[config.mk]
export PLATFORM = sky130hd
export DESIGN_NAME = trace_stdp_synapse_update_top
export DESIGN_NICKNAME = d
export VERILOG_FILES = /design/src/rtl/tsu_pkg.sv /design/src/rtl/tsu_ctrl.sv /design/src/rtl/tsu_dp.sv /design/src/rtl/trace_stdp_synapse_update_top.sv
export VERILOG_INCLUDE_DIRS = /design/src /design/src/rtl
export SDC_FILE = /design/constraint.sdc
export NUM_CORES = 2
export LEC_CHECK = 0
export BUFFER_PORTS_ARGS = -buffer_cell sky130_fd_sc_hd__buf_2
export CORE_MARGIN = 3
export CORE_UTILIZATION = 65
export CTS_BUF_LIST = sky130_fd_sc_hd__clkbuf_8
export DETAILED_ROUTE_END_ITERATION = 12
export PLACE_DENSITY_LB_ADDON = 0.2
export SKIP_LAST_GASP = 1
export SYNTH_ARGS = -nofsm -noshare
export SYNTH_HDL_FRONTEND = slang
export SYNTH_SLANG_ARGS = --single-unit
[constraint.sdc]
create_clock -name clk -period 10.4 [get_ports clk]
set_input_delay 1.04 -clock clk [delete_from_list [all_inputs] [get_ports clk]]
set_output_delay 1.04 -clock clk [all_outputs]
set_load 0.01 [all_outputs]
[src/rtl/assert_macros.svh]
// Assertion macros for the synapse update block
`ifndef ASSERT_MACROS_SVH
`define ASSERT_MACROS_SVH

// Antecedent true at an edge implies consequent at the same edge
`define TSU_ASSERT_SAME(label, clk, rst_n, ante, cons, msg) \
  label: assert property (@(posedge clk) disable iff (!rst_n) (ante) |-> (cons)) \
    else $error(msg);

// Antecedent true at an edge implies consequent at the next edge
`define TSU_ASSERT_NEXT(label, clk, rst_n, ante, cons, msg) \
  label: assert property (@(posedge clk) disable iff (!rst_n) (ante) |=> (cons)) \
    else $error(msg);

`endif

[src/rtl/tsu_pkg.sv]
// Shared types and constants of the trace STDP synapse update block
`default_nettype none

package tsu_pkg;

  localparam int TAU_TICKS_DEF   = 10;
  localparam int DECAY_DEPTH_DEF = 256;

  localparam int TRACE_W  = 24;
  localparam int GAIN_W   = 17;
  localparam int WEIGHT_W = 32;
  localparam int TIME_W   = 32;
  localparam int ROM_W    = 16;
  localparam int CFG_IDX_W  = 3;
  localparam int CFG_DATA_W = 32;

  localparam logic [TRACE_W-1:0]  PRE_INC_RST  = 24'd65536;
  localparam logic [TRACE_W-1:0]  POST_INC_RST = 24'd65536;
  localparam logic [GAIN_W-1:0]   POT_GAIN_RST = 17'd65536;
  localparam logic [GAIN_W-1:0]   DEP_GAIN_RST = 17'd65536;
  localparam logic [WEIGHT_W-1:0] INIT_WEIGHT_RST = 32'd65536;

  localparam logic REQ_PRE  = 1'b0;
  localparam logic REQ_POST = 1'b1;

  typedef enum logic [CFG_IDX_W-1:0] {
    CFG_PRE_INC     = 3'd0,
    CFG_POST_INC    = 3'd1,
    CFG_POT_GAIN    = 3'd2,
    CFG_DEP_GAIN    = 3'd3,
    CFG_INIT_WEIGHT = 3'd4
  } cfg_idx_t;

  typedef struct packed {
    logic              req_type;
    logic [TIME_W-1:0] spike_time;
  } in_req_t;

  typedef struct packed {
    logic signed [WEIGHT_W-1:0] new_weight;
    logic        [TRACE_W-1:0]  new_trace;
  } out_rsp_t;

  typedef enum logic [2:0] {
    ST_IDLE,
    ST_MUL_DECAY,
    ST_TRACE,
    ST_MUL_GAIN,
    ST_WEIGHT
  } state_t;

  typedef struct packed {
    logic accept;
    logic mul_decay;
    logic trace_upd;
    logic mul_gain;
    logic weight_upd;
  } dp_cmd_t;

  typedef struct packed {
    logic out_blocked;
  } dp_sts_t;

endpackage

`default_nettype wire

[src/rtl/tsu_ctrl.sv]
// Sequencing state machine of the synapse update block
`default_nettype none

module tsu_ctrl (
  input  wire logic            clk,
  input  wire logic            rst_n,
  input  wire logic            in_valid,
  output logic                 in_stall,
  output tsu_pkg::dp_cmd_t     cmd,
  input  wire tsu_pkg::dp_sts_t sts
);
  import tsu_pkg::*;

  state_t state_r, state_nxt;

  always_ff @(posedge clk) begin
    if (!rst_n) begin
      state_r <= ST_IDLE;
    end else begin
      state_r <= state_nxt;
    end
  end

  always_comb begin
    state_nxt = state_r;
    case (state_r)
      ST_IDLE: begin
        if (in_valid) begin
          state_nxt = ST_MUL_DECAY;
        end
      end
      ST_MUL_DECAY: state_nxt = ST_TRACE;
      ST_TRACE:     state_nxt = ST_MUL_GAIN;
      ST_MUL_GAIN:  state_nxt = ST_WEIGHT;
      ST_WEIGHT: begin
        // hold until the result register is free
        if (!sts.out_blocked) begin
          state_nxt = ST_IDLE;
        end
      end
      default: state_nxt = ST_IDLE;
    endcase
  end

  always_comb begin
    cmd      = '0;
    in_stall = 1'b1;
    case (state_r)
      ST_IDLE: begin
        in_stall   = 1'b0;
        cmd.accept = in_valid;
      end
      ST_MUL_DECAY: cmd.mul_decay = 1'b1;
      ST_TRACE:     cmd.trace_upd = 1'b1;
      ST_MUL_GAIN:  cmd.mul_gain  = 1'b1;
      ST_WEIGHT:    cmd.weight_upd = !sts.out_blocked;
      default: begin
        cmd = '0;
      end
    endcase
  end

endmodule

`default_nettype wire

[src/rtl/tsu_dp.sv]
// Datapath of the synapse update block: registers, decay ROM, shared multiplier
`default_nettype none

module tsu_dp #(
  parameter int TAU_TICKS   = tsu_pkg::TAU_TICKS_DEF,
  parameter int DECAY_DEPTH = tsu_pkg::DECAY_DEPTH_DEF
) (
  input  wire logic                             clk,
  input  wire logic                             rst_n,
  input  wire tsu_pkg::dp_cmd_t                 cmd,
  output tsu_pkg::dp_sts_t                      sts,
  input  wire tsu_pkg::in_req_t                 in_req,
  input  wire logic                             cfg_we,
  input  wire logic [tsu_pkg::CFG_IDX_W-1:0]    cfg_index,
  input  wire logic [tsu_pkg::CFG_DATA_W-1:0]   cfg_wdata,
  output logic                                  out_valid,
  input  wire logic                             out_stall,
  output tsu_pkg::out_rsp_t                     out_rsp
);
  import tsu_pkg::*;

  localparam int IDX_W    = $clog2(DECAY_DEPTH);
  localparam int ROM_BITS = DECAY_DEPTH * ROM_W;
  localparam logic [TIME_W-1:0] LAST_IDX = TIME_W'(DECAY_DEPTH - 1);
  localparam int PROD_W   = TRACE_W + GAIN_W;

  // Restoring divider, used only while building the table at elaboration
  function automatic logic [63:0] udiv64(input logic [63:0] num, input logic [63:0] den);
    logic [64:0] rem;
    logic [63:0] quo;
    rem = '0;
    quo = '0;
    for (int b = 63; b >= 0; b--) begin
      rem = {rem[63:0], num[b]};
      if (rem >= {1'b0, den}) begin
        rem    = rem - {1'b0, den};
        quo[b] = 1'b1;
      end
    end
    return quo;
  endfunction

  // exp(-i/TAU) in Q0.16: series for exp(-1/TAU), then repeated products
  function automatic logic [ROM_BITS-1:0] build_rom();
    logic [63:0] term;
    logic [63:0] sum;
    logic [63:0] q;
    logic [95:0] p;
    logic [95:0] e;
    logic [ROM_BITS-1:0] rom;
    term = 64'd1 << 40;
    sum  = term;
    rom  = '0;
    for (int k = 1; k < 24; k++) begin
      term = udiv64(term, 64'(k) * 64'(TAU_TICKS));
      if (k % 2 == 1) begin
        sum = sum - term;
      end else begin
        sum = sum + term;
      end
    end
    q = (sum + 64'd128) >> 8;
    p = 96'd1 << 32;
    for (int i = 0; i < DECAY_DEPTH; i++) begin
      if (i > 0) begin
        p = (p * {32'd0, q} + (96'd1 << 31)) >> 32;
      end
      e = (p + 96'd32768) >> 16;
      rom[i*ROM_W +: ROM_W] = (e > 96'd65535) ? 16'hFFFF : e[ROM_W-1:0];
    end
    return rom;
  endfunction

  localparam logic [ROM_BITS-1:0] DECAY_ROM = build_rom();

  // Configuration
  logic [TRACE_W-1:0]  pre_inc_r, post_inc_r;
  logic [GAIN_W-1:0]   pot_gain_r, dep_gain_r;

  // Synapse state
  logic [TRACE_W-1:0]         pre_trace_r, post_trace_r;
  logic [TIME_W-1:0]          last_pre_r, last_post_r;
  logic signed [WEIGHT_W-1:0] weight_r;

  // Per-request working registers
  logic               kind_r;
  logic [TIME_W-1:0]  time_r;
  logic [ROM_W-1:0]   rom_q_r;
  logic [PROD_W-1:0]  prod_r;
  logic               out_valid_r;
  out_rsp_t           out_rsp_r;

  logic [TIME_W-1:0]  dt;
  logic [IDX_W-1:0]   rom_idx;
  logic [TRACE_W-1:0] sel_trace;
  logic [TRACE_W-1:0] sel_inc;
  logic [GAIN_W-1:0]  mul_b;
  logic [PROD_W-1:0]  mul_p;
  logic [PROD_W:0]    rnd_sum;
  logic [PROD_W-16:0] rnd_q;
  logic [PROD_W-15:0] trace_sum;
  logic [TRACE_W-1:0] trace_nxt;
  logic signed [WEIGHT_W+1:0] w_ext;
  logic signed [WEIGHT_W+1:0] w_sum;
  logic signed [WEIGHT_W-1:0] weight_nxt;

  assign dt = in_req.spike_time - ((in_req.req_type == REQ_POST) ? last_post_r : last_pre_r);
  assign rom_idx = (dt >= LAST_IDX) ? LAST_IDX[IDX_W-1:0] : dt[IDX_W-1:0];

  assign sel_trace = (kind_r == REQ_POST) ? post_trace_r : pre_trace_r;
  assign sel_inc   = (kind_r == REQ_POST) ? post_inc_r : pre_inc_r;

  // One multiplier: trace by decay factor, then trace by gain
  always_comb begin
    if (cmd.mul_gain) begin
      mul_b = (kind_r == REQ_POST) ? dep_gain_r : pot_gain_r;
    end else begin
      mul_b = {1'b0, rom_q_r};
    end
  end
  assign mul_p = PROD_W'(sel_trace) * PROD_W'(mul_b);

  // Round Q.32 or Q.16-scaled products back by 16 bits
  assign rnd_sum   = {1'b0, prod_r} + (PROD_W+1)'(32768);
  assign rnd_q     = rnd_sum[PROD_W:16];
  assign trace_sum = {1'b0, rnd_q} + (PROD_W-14)'(sel_inc);
  assign trace_nxt = (trace_sum > (PROD_W-14)'(24'hFFFFFF)) ? 24'hFFFFFF
                                                            : trace_sum[TRACE_W-1:0];

  assign w_ext = (WEIGHT_W+2)'(weight_r);
  always_comb begin
    if (kind_r == REQ_POST) begin
      w_sum = w_ext - $signed({8'd0, rnd_q});
    end else begin
      w_sum = w_ext + $signed({8'd0, rnd_q});
    end
    if (w_sum > (WEIGHT_W+2)'(signed'(32'sh7FFFFFFF))) begin
      weight_nxt = 32'sh7FFFFFFF;
    end else if (w_sum < (WEIGHT_W+2)'(signed'(32'sh80000000))) begin
      weight_nxt = 32'sh80000000;
    end else begin
      weight_nxt = w_sum[WEIGHT_W-1:0];
    end
  end

  // Configuration registers and weight
  always_ff @(posedge clk) begin
    if (!rst_n) begin
      pre_inc_r     <= PRE_INC_RST;
      post_inc_r    <= POST_INC_RST;
      pot_gain_r    <= POT_GAIN_RST;
      dep_gain_r    <= DEP_GAIN_RST;
      weight_r      <= signed'(INIT_WEIGHT_RST);
    end else begin
      if (cfg_we) begin
        case (cfg_index)
          CFG_PRE_INC:  pre_inc_r  <= cfg_wdata[TRACE_W-1:0];
          CFG_POST_INC: post_inc_r <= cfg_wdata[TRACE_W-1:0];
          CFG_POT_GAIN: pot_gain_r <= cfg_wdata[GAIN_W-1:0];
          CFG_DEP_GAIN: dep_gain_r <= cfg_wdata[GAIN_W-1:0];
          CFG_INIT_WEIGHT: begin
            weight_r      <= signed'(cfg_wdata[WEIGHT_W-1:0]);
          end
          default: ;
        endcase
      end else if (cmd.weight_upd) begin
        weight_r <= weight_nxt;
      end
    end
  end

  // Traces and last spike times
  always_ff @(posedge clk) begin
    if (!rst_n) begin
      pre_trace_r  <= '0;
      post_trace_r <= '0;
      last_pre_r   <= '0;
      last_post_r  <= '0;
    end else if (cmd.trace_upd) begin
      if (kind_r == REQ_POST) begin
        post_trace_r <= trace_nxt;
        last_post_r  <= time_r;
      end else begin
        pre_trace_r <= trace_nxt;
        last_pre_r  <= time_r;
      end
    end
  end

  // Request capture, ROM read and product register
  always_ff @(posedge clk) begin
    if (cmd.accept) begin
      kind_r  <= in_req.req_type;
      time_r  <= in_req.spike_time;
      rom_q_r <= DECAY_ROM[rom_idx*ROM_W +: ROM_W];
    end
    if (cmd.mul_decay || cmd.mul_gain) begin
      prod_r <= mul_p;
    end
  end

  // Result register
  always_ff @(posedge clk) begin
    if (!rst_n) begin
      out_valid_r <= 1'b0;
    end else if (cmd.weight_upd) begin
      out_valid_r <= 1'b1;
    end else if (!out_stall) begin
      out_valid_r <= 1'b0;
    end
  end

  always_ff @(posedge clk) begin
    if (cmd.weight_upd) begin
      out_rsp_r.new_weight <= weight_nxt;
      out_rsp_r.new_trace  <= sel_trace;
    end
  end

  assign sts.out_blocked = out_valid_r && out_stall;
  assign out_valid       = out_valid_r;
  assign out_rsp         = out_rsp_r;

endmodule

`default_nettype wire

[src/rtl/trace_stdp_synapse_update_top.sv]
// Top level of the trace based STDP synapse update block
//
// Each request is one pre or post spike with a tick time. The matching trace
// is decayed through a registered exp(-dt/TAU_TICKS) ROM read, bumped by its
// increment and saturated; the weight then moves by gain times that trace,
// up for a pre spike and down for a post spike, saturated to signed 32 bits.
// One request is in work at a time. The ROM is read at acceptance; decay
// multiply, trace update, gain multiply and weight update follow, so the
// result register is loaded in the weight update step, after which the block
// returns to idle and can take the next request. The two multiplies share
// one 24x17 multiplier. The result register lets the next request be
// accepted while a result still waits; a stalled result holds the block in
// its last step. Configuration writes take effect at once; writing
// initial_weight also reloads the weight.
`default_nettype none

`include "assert_macros.svh"

module trace_stdp_synapse_update_top #(
  parameter int TAU_TICKS   = tsu_pkg::TAU_TICKS_DEF,
  parameter int DECAY_DEPTH = tsu_pkg::DECAY_DEPTH_DEF
) (
  input  wire logic                           clk,
  input  wire logic                           rst_n,
  input  wire logic                           in_valid,
  output logic                                in_stall,
  input  wire tsu_pkg::in_req_t               in_req,
  output logic                                out_valid,
  input  wire logic                           out_stall,
  output tsu_pkg::out_rsp_t                   out_rsp,
  input  wire logic                           cfg_we,
  input  wire logic [tsu_pkg::CFG_IDX_W-1:0]  cfg_index,
  input  wire logic [tsu_pkg::CFG_DATA_W-1:0] cfg_wdata
);
  import tsu_pkg::*;

  dp_cmd_t cmd;
  dp_sts_t sts;

  tsu_ctrl u_ctrl (
    .clk      (clk),
    .rst_n    (rst_n),
    .in_valid (in_valid),
    .in_stall (in_stall),
    .cmd      (cmd),
    .sts      (sts)
  );

  tsu_dp #(
    .TAU_TICKS   (TAU_TICKS),
    .DECAY_DEPTH (DECAY_DEPTH)
  ) u_dp (
    .clk       (clk),
    .rst_n     (rst_n),
    .cmd       (cmd),
    .sts       (sts),
    .in_req    (in_req),
    .cfg_we    (cfg_we),
    .cfg_index (cfg_index),
    .cfg_wdata (cfg_wdata),
    .out_valid (out_valid),
    .out_stall (out_stall),
    .out_rsp   (out_rsp)
  );

  `TSU_ASSERT_NEXT(a_one_in_work, clk, rst_n, in_valid && !in_stall, in_stall, "request accepted while busy")
  `TSU_ASSERT_NEXT(a_result_lands, clk, rst_n, cmd.weight_upd, out_valid, "weight update gave no result")
  `TSU_ASSERT_SAME(a_no_overwrite, clk, rst_n, cmd.weight_upd, !(out_valid && out_stall), "waiting result overwritten")

endmodule

`default_nettype wire

==> flow_metrics.tcl <==
set metrics [dict create \
    hpwl_um 73700 \
    yosys-top-cells-count "nand2_1, inv_1, nor2_1, fa_1, dfxtp_1" \
    maxCapViolations 0 \
    ir_drop_mv 0.187 \
    finClkSkew_ps 43.4 \
    setup_viol 0 \
    dieArea_sq_um 54900 \
    r2r_start "u_dp.kind_r" \
    hold_violations 0 \
    switching_power_mw 1.84 \
    synthCells 3994 \
    period_share 0.922 \
    wire_per_inst_um 20.6 \
    antenna_found_initial 3 \
    drc 0 \
    grt_max_degree 97 \
    die_w_um 234 \
    crit_required_ps 10790 \
    ant_nets 0 \
    p_int_mw 3.01 \
    drt-initial-drc-count 2755 \
    cts_resized 0 \
    power_frac_comb 0.361 \
    nets 4656 \
    cts-root-buf "clkbuf_8" \
    critPathLaunch "u_dp.kind_r" \
    finalWeightedCongestion 1.03 \
    die-height_um 234 \
    swShare 0.379 \
    core_sq_um 51400 \
    cts.sinks 361 \
    synth_edf_count 131 \
    ioPinCount 131 \
    yosys.area.top_type "fa_1" \
    grt_use_total 0.362 \
    synth_seq_cells 361 \
    clockBufferDepth 3 \
    period_needed_ps 9580 \
    ys_async_sr_fraction 0 \
    grt_pass1_vias 28685 \
    fin_setup_tns_ps 0 \
    status "complete, no violations" \
    hold_path.class "flop to flop" \
    multiInputGateArea_sq_um 22900 \
    synthFlopType "dfxtp_1" \
    cts_inserted_buffers 66 \
    initial_utilization 0.659 \
    ys_types 76 \
    synth_top_area_frac 0.195 \
    grt_pass1_wl_um 155000 \
    cts.hold.buffers_added 0 \
    fmax_mhz 104 \
    post-synth-top-count-cell "nand2_1" \
    setup.worst_path.class "flop to flop" \
    io_buffers 130 \
    r2r_setup_slack_ps 820 \
    slew_viol_final 0 \
    crit_path_end_kind "flop" \
    ys_seq_area_frac 0.252 \
    stdcell_area_sq_um 36500 \
    routed_via_density 6.13 \
    critPathMaxStageDelay_ps 1020 \
    area_delta_synth_final_pct 7.81 \
    syn-num-nets 4609 \
    cp.arrival_ps 9980 \
    worst_slew_pin_slew_ps 1240 \
    synthesis.area_sq_um 33900 \
    cp-start-kind "flop" \
    synth_warnings 0 \
    post_dp_cell_area_sq_um 35100 \
    post_cts_buffers 0 \
    whs_ps 462 \
    drive_gt1_frac 0.0877 \
    p_seq_frac 0.338 \
    first_pass_iters 6 \
    num_rows 83 \
    grt.overflow.total 0 \
    ff_latch_area_sq_um 8540 \
    crit_path_max_fanout 14 \
    cpMostUsedCell "fa_1" \
    n_fill_cell 4130 \
    cts_tree "done" \
    postSynthAreaPerCell_sq_um 8.48 \
    worstSkewPairLatency_ps 660 \
    powerDensity_nw_per_um2 133 \
    pwr-share-clk 0.301 \
    htreeDepth 3 \
    p_leak_nw 16.1 \
    finalPower_mw 4.84 \
    wirelength_um 98300 \
    ys_top_cells_by_area "fa_1, dfxtp_1, edfxtp_1, nand2_1, ha_1" \
    hp-start "u_dp.last_pre_r[25]" \
    num_vias 29280 \
    rsz0062_at_grt "no" \
    relSlewSlack 0.150 \
    cpMaxStageDelayCell "mux2i_1" \
    clk_pin_slew_ps 60 \
]
worst max-delay path, delay by kind of cell, from the launching register on:
kind | cells | cell delay, ps
xor+xnor | 1 | 90
compound gates | 7 | 1480
buf+inv | 5 | 1350
simple gates | 5 | 1210
flops | 1 | 830
mux | 1 | 1020
fa+ha+maj | 7 | 3310
final cells by class:
class                      instances  area share
multi-input combinational       2955       0.626
timing repair buffer             189      0.0300
tap                              680      0.0233
clock buffer                      75      0.0283
antenna                            1   0.0000685
sequential                       361       0.234
inverter                         468      0.0481
clock inverter                    44      0.0103
state kept, by name, indices dropped and copies added, names as in the netlist, 26 cells and up:
register	flops
u_dp.weight_r	32
u_dp.out_rsp	56
u_dp.last_pre_r	32
u_dp.last_post_r	32
u_dp.prod_r	26
u_dp.time_r	32
routing by layer:
metal	part of all wire	wire (um)	global-route usage
met5	0.00021	21	0
met3	0.097	9530	0.0734
met4	0.058	5720	0.187
met2	0.45	44500	0.577
met1	0.39	38600	0.468
power groups by stage:
stage	logic [mW]	clock network [mW]	registers (mW)
detailed placement	1.70	0	1.66
finish	1.75	1.46	1.64
CTS	1.72	1.48	1.63
global route	1.93	1.54	1.64
floorplan	1.24	0	1.64
global placement	1.68	0	1.66
worst paths after layout:
check                                      endpoint  cells after the start
worst max-delay path                u_dp.prod_r[40]                     26
worst min-delay path            u_dp.last_pre_r[25]                      2
worst max register to register      u_dp.prod_r[40]                     26
worst min register to register  u_dp.last_pre_r[25]                      2
metrics by stage:
step / setup slack (ps) / cells / utilization
3_5_place_dp: 1140 / 4653 / 0.683
6_report: 815 / 4773 / 0.710
3_3_place_gp: 1390 / 4653 / 0.683
4_1_cts: 1080 / 4772 / 0.710
5_1_grt: 591 / 4773 / 0.710
2_1_floorplan: 1660 / 3994 / -
cell families (layout without fill, tap and decap cells):
| logic type | after synthesis | in the layout | synth area share |
|---|---|---|---|
| DFF | 361 | 361 | 0.252 |
| muxes | 110 | 110 | 0.0337 |
| adders and majority gates | 547 | 547 | 0.275 |
| and+or+nand+nor | 1340 | 1340 | 0.171 |
| other | 0 | 1 | 0 |
| AOI/OAI and AO/OA | 814 | 814 | 0.156 |
| buffers and inverters | 678 | 776 | 0.0756 |
| xor gates and xnor gates | 144 | 144 | 0.0372 |
cell usage in the layout (no fill, tap or decap), drive strengths merged, types with 16 or more instances in the layout:
cell,netlist,routed
nand2,712,712
inv,459,487
nor2,333,333
fa,330,330
dfxtp,230,230
a21oi,213,213
ha,212,212
buf,16,189
o21ai,165,165
a21boi,157,157
edfxtp,131,131
xnor2,99,99
mux2i,79,79
clkbuf,194,75
nand3,48,48
xor2,45,45
a21o,41,41
nor3,40,40
nand4,37,37
o21a,35,35
o211ai,33,33
a31oi,33,33
mux2,31,31
nor2b,24,24
and2,23,23
and3,23,23
nand3b,18,18
nand2b,18,18
clkinv,9,18
or3,16,16
(Power assumes the default switching activity.)
